## config.mk

```make
export PLATFORM = sky130hd
export DESIGN_NAME = bytecode_register_alu_interpreter_core
export DESIGN_NICKNAME = d
export VERILOG_FILES = /design/src/rtl/bcri_pkg.sv /design/src/rtl/bcri_front.sv /design/src/rtl/bcri_queue.sv /design/src/rtl/bcri_back.sv /design/src/rtl/bytecode_register_alu_interpreter_core.sv
export SDC_FILE = /design/constraint.sdc
export NUM_CORES = 2
export LEC_CHECK = 0
export BUFFER_PORTS_ARGS = -buffer_cell sky130_fd_sc_hd__buf_2
export CAP_MARGIN = 20
export CORE_AREA = 2 2 317 633
export CTS_BUF_LIST = sky130_fd_sc_hd__clkbuf_4 sky130_fd_sc_hd__clkbuf_8 sky130_fd_sc_hd__clkbuf_16
export CTS_CLUSTER_DIAMETER = 200
export DETAILED_ROUTE_END_ITERATION = 10
export DIE_AREA = 0 0 319 635
export PLACE_DENSITY_LB_ADDON = 0.3
export SLEW_MARGIN = 5
export SYNTH_ARGS = -nofsm -noshare
export SYNTH_HDL_FRONTEND = slang
export SYNTH_SLANG_ARGS = --single-unit
```

## constraint.sdc

```tcl
create_clock -name clk_i -period 18.9 [get_ports clk_i]
set_input_delay 2.835 -clock clk_i [delete_from_list [all_inputs] [get_ports clk_i]]
set_output_delay 2.835 -clock clk_i [all_outputs]
set_load 0.02 [all_outputs]
```

## src/rtl/bcri_pkg.sv

```systemverilog
`timescale 1ns / 1ps
// ----------------------------------------------------------------------------
// Byte-coded register ALU interpreter package
// Shared types, constants and helpers for the interpreter core.
// ----------------------------------------------------------------------------
package bcri_pkg;

  localparam int RegBase   = 48;
  localparam int SpaceSize = 256;
  localparam int RegCount  = (SpaceSize > RegBase) ? (SpaceSize - RegBase) : 0;
  localparam int RegDepth  = (RegCount > 1) ? RegCount : 2;
  localparam int RegIdxW   = $clog2(RegDepth);
  localparam bit RegPresent = (RegCount > 0);

  localparam int QueueDepth = 4;
  localparam int QueuePtrW  = $clog2(QueueDepth);

  typedef enum logic [7:0] {
    OP_LDI = 8'h01,
    OP_ADD = 8'h02,
    OP_SUB = 8'h03,
    OP_AND = 8'h04,
    OP_OR  = 8'h05,
    OP_XOR = 8'h06,
    OP_MOV = 8'h07,
    OP_NEG = 8'h08,
    OP_NOT = 8'h09,
    OP_RET = 8'h0A
  } op_e;

  typedef enum logic [1:0] {
    CAUSE_RET       = 2'd0,
    CAUSE_CODE_END  = 2'd1,
    CAUSE_BAD_OP    = 2'd2,
    CAUSE_RET_RANGE = 2'd3
  } cause_e;

  typedef enum logic [1:0] {
    PH_OPCODE = 2'd0,
    PH_FIRST  = 2'd1,
    PH_SECOND = 2'd2
  } phase_e;

  typedef enum logic [1:0] {
    CMD_START = 2'd0,
    CMD_WRITE = 2'd1,
    CMD_RET   = 2'd2,
    CMD_END   = 2'd3
  } cmd_e;

  typedef struct packed {
    logic       operation;
    logic [7:0] data;
    logic       last;
  } in_t;

  typedef struct packed {
    logic signed [7:0] value;
    cause_e            end_cause;
  } out_t;

  typedef struct packed {
    cmd_e               kind;
    op_e                alu;
    logic [RegIdxW-1:0] addr_a;
    logic [RegIdxW-1:0] addr_b;
    logic [7:0]         imm;
    logic               finish;
    cause_e             cause;
  } cmd_t;

  function automatic logic in_range(logic [7:0] idx);
    return {1'b0, idx} < 9'(RegCount);
  endfunction

  function automatic logic [RegIdxW-1:0] to_idx(logic [7:0] idx);
    return idx[RegIdxW-1:0];
  endfunction

endpackage

```

## src/rtl/bcri_front.sv

```systemverilog
`timescale 1ns / 1ps
// ----------------------------------------------------------------------------
// Interpreter front end
// Accepts items, parses code bytes into instructions and issues commands.
// ----------------------------------------------------------------------------
module bcri_front import bcri_pkg::*; (
  input  logic clk_i,
  input  logic rst_ni,
  input  logic in_valid_i,
  output logic in_ready_o,
  input  in_t  in_data_i,
  input  logic q_full_i,
  output logic push_o,
  output cmd_t cmd_o
);

  phase_e     phase_q, phase_d;
  logic [7:0] op_q, op_d;
  logic [7:0] first_q, first_d;
  logic       halted_q, halted_d;
  logic       accept;
  logic [7:0] byte_in;

  assign in_ready_o = ~q_full_i;
  assign accept     = in_valid_i & in_ready_o;
  assign byte_in    = in_data_i.data;

  always_comb begin
    phase_d  = phase_q;
    op_d     = op_q;
    first_d  = first_q;
    halted_d = halted_q;
    push_o   = 1'b0;
    cmd_o.kind   = CMD_END;
    cmd_o.alu    = op_e'(op_q);
    cmd_o.addr_a = to_idx(first_q);
    cmd_o.addr_b = to_idx(byte_in);
    cmd_o.imm    = byte_in;
    cmd_o.finish = in_data_i.last;
    cmd_o.cause  = CAUSE_CODE_END;
    if (accept) begin
      if (!in_data_i.operation) begin
        push_o     = 1'b1;
        cmd_o.kind = CMD_START;
        phase_d    = PH_OPCODE;
        op_d       = '0;
        first_d    = '0;
        halted_d   = in_data_i.last;
      end else if (!halted_q) begin
        unique case (phase_q)
          PH_FIRST: begin
            phase_d = PH_OPCODE;
            if (op_q == OP_RET) begin
              push_o       = 1'b1;
              halted_d     = 1'b1;
              cmd_o.finish = 1'b1;
              if (in_range(byte_in)) begin
                cmd_o.kind   = CMD_RET;
                cmd_o.addr_a = to_idx(byte_in);
                cmd_o.cause  = CAUSE_RET;
              end else begin
                cmd_o.cause = CAUSE_RET_RANGE;
              end
            end else if (op_q == OP_NEG || op_q == OP_NOT) begin
              halted_d = in_data_i.last;
              if (in_range(byte_in)) begin
                push_o       = 1'b1;
                cmd_o.kind   = CMD_WRITE;
                cmd_o.addr_a = to_idx(byte_in);
              end else begin
                push_o = in_data_i.last;
              end
            end else begin
              first_d = byte_in;
              if (in_data_i.last) begin
                push_o   = 1'b1;
                halted_d = 1'b1;
              end else begin
                phase_d = PH_SECOND;
              end
            end
          end
          PH_SECOND: begin
            phase_d  = PH_OPCODE;
            halted_d = in_data_i.last;
            if (in_range(first_q) && (op_q == OP_LDI || in_range(byte_in))) begin
              push_o     = 1'b1;
              cmd_o.kind = CMD_WRITE;
            end else begin
              push_o = in_data_i.last;
            end
          end
          default: begin
            if (byte_in < OP_LDI || byte_in > OP_RET) begin
              push_o       = 1'b1;
              halted_d     = 1'b1;
              cmd_o.finish = 1'b1;
              cmd_o.cause  = CAUSE_BAD_OP;
            end else begin
              op_d = byte_in;
              if (in_data_i.last) begin
                push_o   = 1'b1;
                halted_d = 1'b1;
              end else begin
                phase_d = PH_FIRST;
              end
            end
          end
        endcase
      end
    end
  end

  always_ff @(posedge clk_i or negedge rst_ni) begin
    if (!rst_ni) begin
      phase_q  <= PH_OPCODE;
      op_q     <= '0;
      first_q  <= '0;
      halted_q <= 1'b1;
    end else begin
      phase_q  <= phase_d;
      op_q     <= op_d;
      first_q  <= first_d;
      halted_q <= halted_d;
    end
  end

endmodule

```

## src/rtl/bcri_queue.sv

```systemverilog
`timescale 1ns / 1ps
// ----------------------------------------------------------------------------
// Command queue
// Small register FIFO that decouples the front end from the execution side.
// ----------------------------------------------------------------------------
module bcri_queue import bcri_pkg::*; (
  input  logic clk_i,
  input  logic rst_ni,
  input  logic push_i,
  input  cmd_t cmd_i,
  output logic full_o,
  input  logic pop_i,
  output logic valid_o,
  output cmd_t cmd_o
);

  cmd_t                 slots_q [QueueDepth];
  logic [QueuePtrW-1:0] wr_ptr_q, rd_ptr_q;
  logic [QueuePtrW:0]   count_q, count_d;

  assign full_o  = (count_q == (QueuePtrW + 1)'(QueueDepth));
  assign valid_o = (count_q != '0);
  assign cmd_o   = slots_q[rd_ptr_q];

  always_comb begin
    count_d = count_q;
    if (push_i && !pop_i) begin
      count_d = count_q + 1'b1;
    end else if (pop_i && !push_i) begin
      count_d = count_q - 1'b1;
    end
  end

  always_ff @(posedge clk_i) begin
    if (push_i) begin
      slots_q[wr_ptr_q] <= cmd_i;
    end
  end

  always_ff @(posedge clk_i or negedge rst_ni) begin
    if (!rst_ni) begin
      wr_ptr_q <= '0;
      rd_ptr_q <= '0;
      count_q  <= '0;
    end else begin
      if (push_i) begin
        wr_ptr_q <= wr_ptr_q + 1'b1;
      end
      if (pop_i) begin
        rd_ptr_q <= rd_ptr_q + 1'b1;
      end
      count_q <= count_d;
    end
  end

endmodule

```

## src/rtl/bcri_back.sv

```systemverilog
`timescale 1ns / 1ps
// ----------------------------------------------------------------------------
// Interpreter back end
// Reads the register file, executes commands and holds the result register.
// ----------------------------------------------------------------------------
module bcri_back import bcri_pkg::*; (
  input  logic clk_i,
  input  logic rst_ni,
  input  logic q_valid_i,
  input  cmd_t q_cmd_i,
  output logic pop_o,
  output logic out_valid_o,
  input  logic out_ready_i,
  output out_t out_data_o
);

  logic [7:0]          mem_q [RegDepth];
  logic [7:0]          rd_a_q, rd_b_q;
  logic [RegDepth-1:0] valid_q, valid_d;
  logic                fa_q, fb_q;
  logic [7:0]          fwd_q;
  cmd_t                e_q;
  logic                e_vld_q;
  logic                out_vld_q;
  out_t                out_q;

  logic               e_adv, e_fire;
  logic               wr_en;
  logic [RegIdxW-1:0] wr_addr;
  logic [7:0]         wr_data;
  logic [7:0]         x, y, alu_res;

  assign e_adv  = ~(e_vld_q & e_q.finish & out_vld_q & ~out_ready_i);
  assign e_fire = e_vld_q & e_adv;
  assign pop_o  = q_valid_i & e_adv;

  assign x = fa_q ? fwd_q : (valid_q[e_q.addr_a] ? rd_a_q : 8'h00);
  assign y = fb_q ? fwd_q : (valid_q[e_q.addr_b] ? rd_b_q : 8'h00);

  always_comb begin
    unique case (e_q.alu)
      OP_LDI:  alu_res = e_q.imm;
      OP_ADD:  alu_res = x + y;
      OP_SUB:  alu_res = x - y;
      OP_AND:  alu_res = x & y;
      OP_OR:   alu_res = x | y;
      OP_XOR:  alu_res = x ^ y;
      OP_MOV:  alu_res = y;
      OP_NEG:  alu_res = 8'h00 - x;
      OP_NOT:  alu_res = ~x;
      default: alu_res = x;
    endcase
  end

  always_comb begin
    wr_en   = 1'b0;
    wr_addr = e_q.addr_a;
    wr_data = alu_res;
    valid_d = valid_q;
    if (e_fire) begin
      unique case (e_q.kind)
        CMD_START: begin
          valid_d = '0;
          wr_addr = '0;
          wr_data = e_q.imm;
          if (RegPresent) begin
            wr_en      = 1'b1;
            valid_d[0] = 1'b1;
          end
        end
        CMD_WRITE: begin
          wr_en               = 1'b1;
          valid_d[e_q.addr_a] = 1'b1;
        end
        default: begin
          wr_en = 1'b0;
        end
      endcase
    end
  end

  always_ff @(posedge clk_i) begin
    if (wr_en) begin
      mem_q[wr_addr] <= wr_data;
    end
    if (pop_o) begin
      rd_a_q <= mem_q[q_cmd_i.addr_a];
      rd_b_q <= mem_q[q_cmd_i.addr_b];
      fwd_q  <= wr_data;
      e_q    <= q_cmd_i;
    end
    if (e_fire && e_q.finish) begin
      out_q.value     <= (e_q.kind == CMD_RET) ? x : 8'sh00;
      out_q.end_cause <= e_q.cause;
    end
  end

  always_ff @(posedge clk_i or negedge rst_ni) begin
    if (!rst_ni) begin
      valid_q   <= '0;
      fa_q      <= 1'b0;
      fb_q      <= 1'b0;
      e_vld_q   <= 1'b0;
      out_vld_q <= 1'b0;
    end else begin
      valid_q <= valid_d;
      if (pop_o) begin
        fa_q <= wr_en & (wr_addr == q_cmd_i.addr_a);
        fb_q <= wr_en & (wr_addr == q_cmd_i.addr_b);
      end
      if (e_adv) begin
        e_vld_q <= q_valid_i;
      end
      if (e_fire && e_q.finish) begin
        out_vld_q <= 1'b1;
      end else if (out_ready_i) begin
        out_vld_q <= 1'b0;
      end
    end
  end

  assign out_valid_o = out_vld_q;
  assign out_data_o  = out_q;

endmodule

```

## src/rtl/bytecode_register_alu_interpreter_core.sv

```systemverilog
`timescale 1ns / 1ps
// ----------------------------------------------------------------------------
// Byte-coded register ALU interpreter core
// Runs byte-coded programs against a file of 8-bit registers.
//
// The input channel takes one item per cycle while the queue has room: a
// start item (operation 0) clears the registers and loads its data byte into
// register 0, and code items (operation 1) carry one program byte each. The
// output channel gives one item per finished run with the returned value and
// the end cause. The front end parses bytes and pushes commands into a
// four-entry queue; the back end reads two registers, executes and writes one
// per cycle unless a held result stalls it. The item that ends the run passes
// through the queue and the execute register into the result register. Without
// stalls, throughput is one input item per cycle, set by the single write port
// of the register file and the one-command-per-cycle back end. Reset leaves
// the core waiting for a start item with an empty queue and all registers
// reading zero. When the receiver stalls, the back end holds its result, the
// queue fills, and input ready falls only once the queue is full.
// ----------------------------------------------------------------------------
module bytecode_register_alu_interpreter_core import bcri_pkg::*; (
  input  logic clk_i,
  input  logic rst_ni,
  input  logic in_valid_i,
  output logic in_ready_o,
  input  in_t  in_data_i,
  output logic out_valid_o,
  input  logic out_ready_i,
  output out_t out_data_o
);

  logic push, q_full, pop, q_valid;
  cmd_t cmd_in, cmd_head;

  bcri_front u_front (
    .clk_i      (clk_i),
    .rst_ni     (rst_ni),
    .in_valid_i (in_valid_i),
    .in_ready_o (in_ready_o),
    .in_data_i  (in_data_i),
    .q_full_i   (q_full),
    .push_o     (push),
    .cmd_o      (cmd_in)
  );

  bcri_queue u_queue (
    .clk_i   (clk_i),
    .rst_ni  (rst_ni),
    .push_i  (push),
    .cmd_i   (cmd_in),
    .full_o  (q_full),
    .pop_i   (pop),
    .valid_o (q_valid),
    .cmd_o   (cmd_head)
  );

  bcri_back u_back (
    .clk_i       (clk_i),
    .rst_ni      (rst_ni),
    .q_valid_i   (q_valid),
    .q_cmd_i     (cmd_head),
    .pop_o       (pop),
    .out_valid_o (out_valid_o),
    .out_ready_i (out_ready_i),
    .out_data_o  (out_data_o)
  );

endmodule
```

Word level (Yosys, flattened, before mapping)
Memory sizes are Yosys's and may differ from the RTL's. A register that Yosys moved wholly into a read port is not among the register bits.
Index checks and enable logic that the tools add are counted.
{"block": "op_classes", "add_sub_neg": 7, "n_lt_le_gt_ge": 7, "n_eq_ne": 28, "n_mux": 81, "n_bitwise": 16, "reduce_logical": 21}
{"operator": "208-bit case mux with 2 select lines", "count": 1}
{"operator": "208-bit bitwise OR", "count": 1}
{"operator": "8-bit 2-to-1 mux", "count": 24}
{"operator": "8-bit case mux with 9 select lines", "count": 1}
{"operator": "8-bit by 4-bit == test with 1-bit output, second input constant", "count": 5}
{"operator": "8-bit by 3-bit == test with 1-bit output, second input constant", "count": 4}
{"operator": "2-bit 2-to-1 mux", "count": 15}
{"operator": "1-bit 2-to-1 mux", "count": 25}
{"operator": "3-bit 2-to-1 mux", "count": 7}
{"operator": "8-bit by 9-bit < comparator with 1-bit output, second input constant", "count": 2}
{"operator": "1-bit binary-select mux with 8-bit select", "count": 2}
{"operator": "8-bit by 1-bit == test with 1-bit output, second input constant", "count": 2}
{"operator": "8-bit by 2-bit == test with 1-bit output, second input constant", "count": 2}
{"operator": "8-bit == test", "count": 2}
{"operator": "8-bit < comparator, second input constant", "count": 2}
{"operator": "2-bit inequality test, second input constant", "count": 5}
{"operator": "8-bit adder", "count": 1}
{"operator": "1-bit bitwise AND", "count": 8}
{"operator": "8-bit bitwise AND", "count": 1}
{"operator": "1-bit demux with 8-bit select", "count": 1}
{"operator": "8-bit by 1-bit greater-or-equal comparator with 1-bit output, second input constant", "count": 1}
{"operator": "8-bit by 4-bit > comparator with 1-bit output, second input constant", "count": 1}
{"operator": "8-bit by 1-bit < comparator with 1-bit output, second input constant", "count": 1}
{"operator": "8-bit NOT", "count": 1}
{"operator": "other kinds (27)", "count": 45}
{"block": "word_totals", "regBits": 293, "ramBits": 1812, "in_bits": 14, "output_inout_bits": 12, "wordCells": 184, "memories": 2}
{"name": "u_back.mem_q", "words": 208, "word_bits": 8, "read_ports": 2, "rd_ports_with_merged_regs": 2, "wr": 1, "line_no": "bcri_back.sv:17", "source": "logic [7:0] mem_q [RegDepth];"}
{"name": "u_queue.slots_q", "words": 4, "word_bits": 37, "read_ports": 1, "rd_ports_with_merged_regs": 0, "wr": 1, "line_no": "bcri_queue.sv:17", "source": "cmd_t slots_q [QueueDepth];"}

Depth between registers and ports, before layout
{"block": "logic_depth", "word_depth": 12, "depth_mapped": 25, "depth_no_buf": 22}

Hierarchy
Synthesis repeated with hierarchy kept, for this count alone.
{"block": "unflattened", "hier_cells": 5153, "area_unflattened_um2": 99829.5}
{"module": "bcri_back", "n_inst": 1, "cells_each": 4759, "area_each_um2": 92626.3, "seq_area_each_um2": 57405.1}
{"module": "bcri_queue", "n_inst": 1, "cells_each": 227, "area_each_um2": 5725.5, "seq_area_each_um2": 4619.4}
{"module": "bcri_front", "n_inst": 1, "cells_each": 167, "area_each_um2": 1477.7, "seq_area_each_um2": 476.7}

Least setup slack after synthesis
Ideal clock, no wire load.
{"block": "synth_path", "kind": "input -> register", "start": "in out_ready_i", "end": "reg u_back.fwd_q[2], data pin", "setup_ps": 2021, "arrival_ps": 13196, "t_required_ps": 16879, "setup_slack_ps": 3682, "stages": 7, "n_path_buf": 2, "path_cell_list": "nor2b_1 > nand3_1 > nand3b_1 > or2_2 > clkbuf_1 > clkbuf_1 > a311oi_1"}
{"block": "synth_between", "elab_chain_cells": 5}
{"item": "from (decl)", "line_no": "bytecode_register_alu_interpreter_core.sv:27", "source": "input logic out_ready_i,"}
{"item": "1-bit NOT", "line_no": "bcri_back.sv:33", "source": "assign e_adv = ~(e_vld_q & e_q.finish & out_vld_q & ~out_ready_i);"}
{"item": "1-bit bitwise AND", "line_no": "bcri_back.sv:33"}
{"item": "1-bit NOT", "line_no": "bcri_back.sv:33"}
{"item": "1-bit bitwise AND", "line_no": "bcri_back.sv:34", "source": "assign e_fire = e_vld_q & e_adv;"}
{"item": "8-bit 2-to-1 mux", "line_no": "bcri_back.sv:60", "source": "if (e_fire) begin"}
{"item": "via u_back.wr_data[2]", "line_no": "bcri_back.sv:30", "source": "logic [7:0] wr_data;"}
{"item": "to (signal assigned)", "line_no": "bcri_back.sv:89", "source": "fwd_q <= wr_data;"}
{"item": "to (decl)", "line_no": "bcri_back.sv:21", "source": "logic [7:0] fwd_q;"}
The timed path passes the listed nets, and every way through them passes these cells.
A chain may end at the register's enable or synchronous reset.

Worst setup path after layout
{"block": "layout_path", "start": "reg u_back.e_q[20] (netlist bit)", "end": "mem u_back.mem_q[7][6], data pin"}
{"block": "layout_between", "elab_chain_cells": 8, "elab_cells_between_ends": 14, "classes_between": "add/sub: 3; mux: 7; bitwise: 4"}
{"item": "from (decl)", "line_no": "bcri_back.sv:22", "source": "cmd_t e_q;"}
{"item": "from (signal assigned)", "line_no": "bcri_back.sv:90", "source": "e_q <= q_cmd_i;"}
{"item": "1-bit binary-select mux with 8-bit select (*)", "line_no": "bcri_back.sv:37", "source": "assign x = fa_q ? fwd_q : (valid_q[e_q.addr_a] ? rd_a_q : 8'h00);"}
{"item": "1-bit 2-to-1 mux (implied by the code) (*)", "line_no": "bcri_back.sv:37"}
{"item": "8-bit 2-to-1 mux (*) (2 in a row)", "line_no": "bcri_back.sv:37"}
{"item": "1-bit by 8-bit subtractor with 8-bit output (tied with other cells)", "line_no": "bcri_back.sv:49", "source": "OP_NEG: alu_res = 8'h00 - x;"}
{"item": "8-bit case mux with 9 select lines (*)", "line_no": "bcri_back.sv:41", "source": "unique case (e_q.alu)"}
{"item": "8-bit 2-to-1 mux", "line_no": "bcri_back.sv:61", "source": "unique case (e_q.kind)"}
{"item": "8-bit 2-to-1 mux (*)", "line_no": "bcri_back.sv:60"}
{"item": "via u_back.wr_data[6]", "line_no": "bcri_back.sv:30"}
{"item": "to (decl)", "line_no": "bcri_back.sv:17"}
The timed path passes the listed nets; every way through them passes the cells marked *. The select of a mux whose other input is x is not followed.

==> reports/metrics.yaml <==
outcome: "finished clean"
slowest_stage: "buf_4"
initial_utilization_pct: 49.8
slowest_delay_ns: 0.85
synth_top_flop_cell: "edfxtp_1"
hold_buffers: 0
cts_tree: "done"
die_area_mm2: 0.203
synth-seq-cells: 2081
use_met2_pct: 52.6
critPathArrivalTime_ns: 9.10
dp_cells: 7670
clock.fmax_ghz: 0.116
p_comb_share_pct: 49.9
vias: 56114
gp_congestion: 1.00
clkSlewWorstSetupHoldPaths_ns: 0.07
io_pins: 26
finalHoldViolations: 0
met1_usage_pct: 33.4
drc: 0
drv_slew: 0
grt_pass1_vias: 58582
relSlewSlack_pct: 2.74
synth_warnings: 0
final_antenna_net_count: 0
portBuffers: 25
cts_sinks: 2081
whs_endpoint: "u_back.out_data_o[1]"
synth_edf_count: 1843
synth_cells: 5210
clock_path_buffers: 4
cp_common_cell: "buf_4"
finalWirelength_um: 301000
synth_cell_type_count: 73
met3_usage_pct: 4.53
yosysTopAreaCellShare_pct: 56.3
syn-num-nets: 5258
worst-path-buf-inv: 4
rsz0062_at_grt: "no"
clkLatencyLatePin_ns: 0.85
placementRows: 231
endpoint_kind: "register"
vias_per_cell: 7.01
synth.area.top_cells: "edfxtp_1 (56%), mux4_2 (26%), dfrtp_1 (6.0%), nor2_1 (1.6%), mux2i_1 (1.2%)"
async_reset_ff_share_pct: 11.4
dieHeight_um: 635
fin_tns_setup_ns: 0
cts_max_level: 4
antenna_found_initial: 6
cts_resized: 0
cts_root_buf: "clkbuf_16"
internal-power_mw: 13.3
p_leak_nw: 36.3
power_density_mw_per_mm2: 203
synth_top_area_cell: "edfxtp_1"
yosysSeqAreaShare_pct: 62.3
postSynthAreaPerCell_um2: 18.9
maxCapViolCount: 0
cts_setup_buffers: 0
grt-ovfl-total: 0
path_cells: "buf_4 -> buf_4 -> mux4_2 -> mux2i_1 -> o32ai_1 -> o21ai_0 -> o311ai_2 -> and2_1 -> a22oi_1 -> ha_1 -> fa_1 -> nor2b_1 -> o21ai_0 -> nand2b_1 -> a21o_1 -> a21oi_1 -> xnor2_1 -> a21boi_0 -> o21ai_0 -> o32a_2 -> buf_4 -> buf_4"
grt_max_degree: 210
holdPathStages: 0
worstPathMaxFanout: 104
power_frac_clock_pct: 17.3
fin_crit_sh_pct: 45.6
cp_top_family: "compound AO/OA/AOI/OAI gates"
cts_made_buffers: 180
reg2reg_to: "u_back.mem_q[7][6]"
vdd_drop_max_mv: 0.298
crit_path_start: "u_back.e_q[20]"
grt_pass1_wl_um: 427000
power.switching_mw: 8.76
drive_gt1_share_pct: 34.3
synthesis.area_mm2: 0.0984
die_w_um: 319
skew_ns: 0.0517
synth.most_common_cell: "edfxtp_1"
dr.first_iter.drc_count: 6596
required_ns: 19.39
top_usage_layer: "met2"
grt_usage_pct: 29.8
rr_worst_depth: 22
startpoint_type: "register"
critical_path_class: "register to register"
drt_first_pass_iters: 7
fin_cells: 8008
p_sw_share_pct: 39.8
dp_hpwl_um: 198000
worstMarginPinSlew_ns: 1.44
netlist_top_cells_count: "edfxtp_1 (1843), mux4_2 (1143), nor2_1 (432)"
coreArea_mm2: 0.198
r2r_start: "u_back.e_q[20]"
rrSetupSlack_ns: 10.29
p_seq_share_pct: 32.8
hold_path.class: "register to register"
fin_nets: 5349
setup_viol: 0
finalCriticalPeriod_ns: 8.61
worstHoldStart: "u_back.e_q[1]"
wl_per_cell_um: 37.5
syn_to_final_growth_pct: 10.1
-- per-stage QoR --
step	total power [mW]	hold slack, ns	util [%]	instance area, µm²	setup WS, ns
finish	22.0	0.426	54.8	108000	10.29
floorplan	14.9	0.400	-	98400	3.68
global route	22.7	0.440	54.8	108000	9.92
CTS	21.9	0.424	54.7	108000	10.68
detailed placement	18.2	0.408	51.8	102000	10.69
global placement	18.0	0.408	51.7	102000	10.80
-- flip-flops by register name, summed over array words and instances (netlist names) --
name and cells:
u_back.rd_a_q 8, u_back.fwd_q 8, u_back.out_data_o 10, u_back.fa_q 1, u_back.fb_q 1, u_back.valid_q 208, u_back.out_valid_o 1, u_queue.rd_ptr_q 2
u_back.e_vld_q 1, u_queue.count_q 3, u_back.rd_b_q 8, u_front.op_q 8, u_back.mem_q 1664, u_front.first_q 8, u_front.halted_q 1, u_back.e_q 29
u_queue.wr_ptr_q 2, u_front.phase_q 2, u_queue.slots_q 116
-- cells in the final DEF (no fill, tap or decap), types with 11 or more instances in the layout --
master     count
bufinv_16     16
mux2_2        52
a221oi_1      14
nor3_1        30
mux4_2      1133
nor2_1       408
o21ai_0       60
nand2_1      161
a211oi_1      33
a21o_1       102
o21ai_1       13
nor2_2        23
ha_1          32
buf_4        277
nand2b_1      15
buf_2         24
and2_1        16
clkinv_2      29
edfxtp_1    1843
clkbuf_4      33
a21oi_1      164
clkbuf_16    181
a22oi_1       36
nand4_1       14
clkbuf_8      11
xnor2_1       17
nor2b_1       35
clkinv_1      27
a31oi_1       11
dfrtp_1      236
nand3_1       25
mux2i_1      119
inv_1         36
o211ai_1      12
-- routing by layer --
layer  vias up  routed length [µm]
li1      22025                   -
met1     30011               96300
met2      3127              160000
met3       951               21300
met4         0               23300
met5         -                   0
-- power by group through the flow --
stage	Clock, mW	Sequential [mW]	Combinational [mW]
after detailed placement	0	7.30	10.9
after global placement	0	7.29	10.8
after global routing	3.99	7.24	11.5
after CTS	3.84	7.21	10.9
final	3.80	7.23	11.0
after floorplan	0	7.82	7.06
-- logic make-up after synthesis --
family | synth area share [%]
flip-flops | 62.3
multiplexers | 28.0
AND/OR/NAND/NOR | 3.39
AO/OA/AOI/OAI | 3.59
buffers and inverters | 2.03
adder cells (fa/ha/maj) | 0.448
XOR/XNOR | 0.246
-- how the worst max path moves through the flow --
| stage | end | slack, ns | cells after the start |
|---|---|---|---|
| 3_3_place_gp | u_back.mem_q[192][6] | 10.80 | 22 |
| 2_1_floorplan | u_back.fwd_q[2] | 3.68 | 7 |
| 6_report | u_back.mem_q[7][6] | 10.29 | 22 |
| 3_5_place_dp | u_back.mem_q[7][6] | 10.69 | 22 |
| 5_1_grt | u_back.mem_q[7][6] | 9.92 | 22 |
| 4_1_cts | u_back.mem_q[130][6] | 10.68 | 22 |
-- final cells by class --
cell class,instances,area [µm²]
tap,2563,3210
fill,15192,89400
antenna,5,12.5
inverter,38,143
timing repair buffer,316,2450
clock inverter,96,967
multi-input combinational,2684,35300
clock buffer,225,4930
sequential,2081,61300
Note: power is estimated with default switching activity, not from simulation.
